<file path="config.mk">
export PLATFORM = sky130hd
export DESIGN_NAME = rsfh_queue
export DESIGN_NICKNAME = d
export VERILOG_FILES = /design/src/rtl/rsfh_queue.sv
export SDC_FILE = /design/constraint.sdc
export NUM_CORES = 1
export LEC_CHECK = 0
export ABC_CLOCK_PERIOD_IN_PS = 2180
export BUFFER_PORTS_ARGS = -buffer_cell sky130_fd_sc_hd__buf_2
export CORE_MARGIN = 5
export CORE_UTILIZATION = 51
export DETAILED_ROUTE_END_ITERATION = 7
export GPL_TIMING_DRIVEN = 0
export PLACE_DENSITY = 0.72
export SLEW_MARGIN = 40
export SYNTH_ARGS = -nofsm -noshare
export SYNTH_HDL_FRONTEND = slang
export SYNTH_SLANG_ARGS = --single-unit
</file>
<file path="constraint.sdc">
create_clock -name clk -period 2.18 [get_ports clk]
set_input_delay 0.327 -clock clk [delete_from_list [all_inputs] [get_ports clk]]
set_output_delay 0.327 -clock clk [all_outputs]
set_load 0.1 [all_outputs]
</file>
<file path="src/rtl/rsfh_queue.sv">
// Small queue that decouples the front pipeline from the square-root back end.
module rsfh_queue #(
	parameter int W     = 8,
	parameter int DEPTH = 4
) (
	input  logic         clk,
	input  logic         arst_n,
	input  logic         in_valid,
	output logic         in_ready,
	input  logic [W-1:0] in_data,
	output logic         out_valid,
	input  logic         out_ready,
	output logic [W-1:0] out_data
);
	localparam int AW = $clog2(DEPTH);

	logic [W-1:0] mem_q [DEPTH];
	logic [AW-1:0] wr_q, rd_q;
	logic [AW:0] cnt_q;
	logic push, pop;

	assign in_ready  = cnt_q != (AW+1)'(DEPTH);
	assign out_valid = cnt_q != '0;
	assign out_data  = mem_q[rd_q];
	assign push = in_valid && in_ready;
	assign pop  = out_valid && out_ready;

	always_ff @(posedge clk or negedge arst_n) begin
		if (!arst_n) begin
			wr_q  <= '0;
			rd_q  <= '0;
			cnt_q <= '0;
		end else begin
			if (push) wr_q <= (wr_q == AW'(DEPTH-1)) ? '0 : wr_q + 1'b1;
			if (pop) rd_q <= (rd_q == AW'(DEPTH-1)) ? '0 : rd_q + 1'b1;
			if (push && !pop) cnt_q <= cnt_q + 1'b1;
			else if (pop && !push) cnt_q <= cnt_q - 1'b1;
		end
	end

	always_ff @(posedge clk) begin
		if (push) mem_q[wr_q] <= in_data;
	end
endmodule

</file>
## Word-level counts from Yosys, hierarchy flattened

Memories as Yosys holds them, arrays and structs flattened.
Index checks and enable logic that the tools add are counted.

| storage, ports and cells | value |
|---|---|
| bits in registers | 7 |
| bits in writable memories | 32 |
| bits of input ports | 12 |
| output and inout port bits | 10 |
| logic and storage cells | 25 |
| memories | 1 |

| operators by class | value |
|---|---|
| add/subtract/negate cells | 4 |
| eq/ne operators | 3 |
| multiplexer cells | 6 |
| reduce and logical (&&, ||, !) cells | 8 |

Memory list:

| name | depth | bits a word | rd ports | clocked after Yosys merged registers in | wr ports | line | source |
|---|---|---|---|---|---|---|---|
| mem_q | 4 | 8 | 1 | 0 | 1 | 17 | `logic [W-1:0] mem_q [DEPTH];` |

Operator list:

| kind | number |
|---|---|
| $mux 3 | 2 |
| $add 2x1->2 const B | 2 |
| $eq 2x2->1 const B | 2 |
| $logic_and 1x1->1 | 4 |
| $mux 2 | 2 |
| $add 3x1->3 const B | 1 |
| $ne 3x3->1 const B | 1 |
| $reduce_bool 3->1 | 1 |
| $sub 3x1->3 const B | 1 |
| $logic_not 1->1 | 2 |
| $mux 1 | 2 |
| $reduce_bool 2->1 | 1 |

## Depth between registers and ports, before layout

| depth | value |
|---|---|
| word-level depth | 6 |
| mapped depth | 8 |
| mapped depth without buffers | 8 |

## Least setup slack after synthesis

Ideal clock, no wire load.

| timing | value |
|---|---|
| kind | register -> register |
| from | reg cnt_q[2] |
| to | reg cnt_q[2] |
| library setup time | 0.079 ns |
| arrival time | 2.066 ns |
| data required time | 2.101 ns |
| setup slack | 0.035 ns |
| stages on the path, launching flop included | 9 |
| path buffers | 0 |
| clock period less this slack | 2.145 ns |
| path through | dfrtp_1 -> or3_4 -> nand2_4 -> ha_1 -> inv_1 -> fa_1 -> xor2_1 -> nor2_1 -> xor2_1 |

| on the way | value |
|---|---|
| word-level cells in the longest chain between the ends | 5 |

Ends and longest elaborated chain:

| item | line | source |
|---|---|---|
| start, declared | 19 | `logic [AW:0] cnt_q;` |
| start signal, assigned | 36 | `if (push && !pop) cnt_q <= cnt_q + 1'b1;` |
| start signal, assigned | 37 | `else if (pop && !push) cnt_q <= cnt_q - 1'b1;` |
| $reduce_bool 3->1 * | 23 | `assign out_valid = cnt_q != '0;` |
| via out_valid | 11 | `output logic out_valid,` |
| $logic_and 1x1->1 * | 26 | `assign pop = out_valid && out_ready;` |
| $logic_not 1->1 | 36 |  |
| $logic_and 1x1->1 | 36 |  |
| $mux 3 or $reduce_bool 2->1 (tied branches) | -- |  |

The timed path passes the listed nets; every way through them passes the cells marked *. The select of a mux whose other input is x is not followed.
A chain may end at the register's enable or synchronous reset.

## Final worst setup path

| timing | value |
|---|---|
| from | reg rd_q[0] |
| to | out out_data[2] |

| on the way | value |
|---|---|
| word-level cells in the longest chain between the ends | 1 |

Ends and longest elaborated chain:

| item | line | source |
|---|---|---|
| start, declared | 18 | `logic [AW-1:0] wr_q, rd_q;` |
| start signal, assigned | 35 | `if (pop) rd_q <= (rd_q == AW'(DEPTH-1)) ? '0 : rd_q + 1'b1;` |
| $mem_v2 4x8 | -- |  |
| end, declared | 13 | `output logic [W-1:0] out_data` |

Every way passes these cells.

==> impl_results.md <==
- Area of the multi-input gates: 445 µm²
- Worst Setup Start Kind: flop
- CP Capture Type: primary output
- Drt via density: ~5.1
- RSZ-0062 raised after global routing: no
- Pre-CTS WS: roughly 110 ps
- Flop2flop setup slack: 130 ps
- DP Wirelength: about 1600 µm
- Worst R2R End: cnt_q[2]
- Layout cells sized above 1: 0.459
- CTS Buf Count: 5
- Setup crit start: rd_q[0]
- Reg2reg start: cnt_q[2]
- Core Util, Final: 0.619
- Largest net degree at the start of global routing: 13
- Area Overhead vs Synth: 17.2%
- Mapped cell area: about 1600 µm²
- Drt first pass iters: 4
- Worst Tran Pin Value: 489 ps
- Hold Vio Cnt, Final: 0
- # diodes: 0
- Core Rows: 20
- Global route overflow: 0
- Reg area: 1140 µm²
- Initial Util: 0.528
- Hold depth: 1
- Top-area cell type share of the netlist area: 0.601
- CP Data Required Time: around 1900 ps
- Synth area leaders: edfxtp_1, mux4_2, dfrtp_1, ha_1, mux2_2
- Die X: roughly 66 µm
- Final setup vio count: 0
- R2R depth: 8
- Hold Crit Endpoint: mem_q[0][5]
- Final period util: 0.961
- Setup CP Type: reg2out
- CP Max Fanout: 10
- Initial antenna violation count: 0
- Data arrival, critical path: 1770 ps
- Vias in the first global route: 849
- Post-Synthesis Cells: just under 80
- TritonCTS clock tree: done
- Clock-pin slew on the worst setup and hold paths: ~110 ps
- Io pins: 22
- Fin nets: roughly 130
- Setup TNS: 0 ps
- Worst Skew: 5.51 ps
- Gpl congestion: around 0.64
- First-pass GRT wire length: ~4200 µm
- Most frequent cells after synthesis: edfxtp_1, mux4_2, dfrtp_1
- Status: completed
- Die Y: 66.0 µm
- WL final: between 2000 and 2500 µm
- DRC Markers: 0
- Fillers: roughly 240
- IO buf count: 21
- Relative slew slack: 0.676
- HP Class: in2reg
- Clk root buf: clkbuf_4
- Routed len/inst: 16.1 µm
- Dominant synthesized flop cell: edfxtp_1
- EDFF count, synth: 32
- Final slew viol count: 0
- Clock Latency Late Sink: approximately 340 ps
- Die area: 4360 µm²
- Overall global routing resource usage: 0.138
- Syn avg cell area: between 20 and 25 µm²
- Syn Nets: 98
- Sequential area share after synthesis: 0.710
- Distinct cells, synth: 18
- Synth async-reset ratio: 0.179
- H-tree lvl count: 2
- DP Area: 1760 µm²
- Period minus WS final: between 2000 and 2500 ps
- HP Start: in_data[5]
- Clock Path Buffers: 2
- DR vias: about 800
- Syn. warnings: 0
- Fmax: 0.477 GHz
- Final Instance Area: ~1900 µm²
- Top-count cell post-synth: edfxtp_1
- Yosys top cell by area: edfxtp_1
- Core Footprint: 3030 µm²
- MaxCap Viol Count: 0
- ANT nets after route: 0
- Final setup margin: between 80 and 90 ps
- Initial DRC Count: 24
- Clock sink total: 39
- Flops & latches, synth: 39
-- flip-flops by register name, summed over array words and instances (netlist names) --
register / flops
rd_q: 2
wr_q: 2
cnt_q: 3
mem_q: 32
-- cell families after synthesis --
group / synth area share
adders and majority gates: 0.0595
and+or+nand+nor: 0.0415
AOI/OAI and AO/OA: 0.00704
xor gates and xnor gates: 0.0164
buffers and inverters: 0.0125
DFF: 0.710
muxes: 0.153
-- worst max-delay path, cell delays in order (launching register included) --
cell     delay, ps
dfrtp_1        370
buf_4          230
mux4_2         530
buf_2          310
-- through the flow --
| stage | hold slack, ps | instances |
|---|---|---|
| floorplan | 31.4 | 79 |
| global placement | 166 | 144 |
| detailed placement | 176 | 144 |
| CTS | 187 | 152 |
| global route | 181 | 155 |
| finish | 196 | 155 |
-- cells in the final DEF, fill, tap and decap left out, drive strengths merged --
master and n:
fa 1, mux4 8, or3 1, ha 6
and2 4, dfrtp 7, a21boi 1, edfxtp 32
nand2 2, buf 24, dlygate4sd3 1, xnor2 1
inv 3, bufinv 1, xor2 2, clkinv 2
mux2 5, clkbuf 6, nor2 4
-- worst max path at each step --
stage | end | slack (ps)
finish | out_data[2] | 90
global route | out_data[1] | 3
CTS | cnt_q[2] | 60
detailed placement | cnt_q[2] | 110
global placement | cnt_q[2] | 170
floorplan | cnt_q[2] | 30
-- repair_timing --
item | in CTS | in global routing
pin swaps | 0 | 1
hold buffers | 1 | 0
endpoints found under the setup margin | 8 | 2
buffers inserted | 0 | 3
gates resized for setup | 1 | 4
hold endpoints to repair | 7 | 0
-- layout make-up --
type | count | share of cell area
inverter | 3 | 0.00601
sequential | 39 | 0.607
multi-input combinational | 35 | 0.238
tap | 44 | 0.0294
clock inverter | 3 | 0.0207
clock buffer | 5 | 0.0200
buffer | 1 | 0.00401
timing repair buffer | 25 | 0.0748
-- routing by layer --
| layer | vias to the layer above | GRT usage | routed length (µm) |
|---|---|---|---|
| met5 | - | 0 | 0 |
| met4 | 0 | 0.0838 | 70 |
| met3 | 7 | 0.0459 | 116 |
| met2 | 16 | 0.222 | 1260 |
| met1 | 405 | 0.160 | 1050 |
| li1 | 363 | - | - |
Power is not shown: default switching activity piles up to over one toggle a cycle in this logic, so the estimate is an artifact.
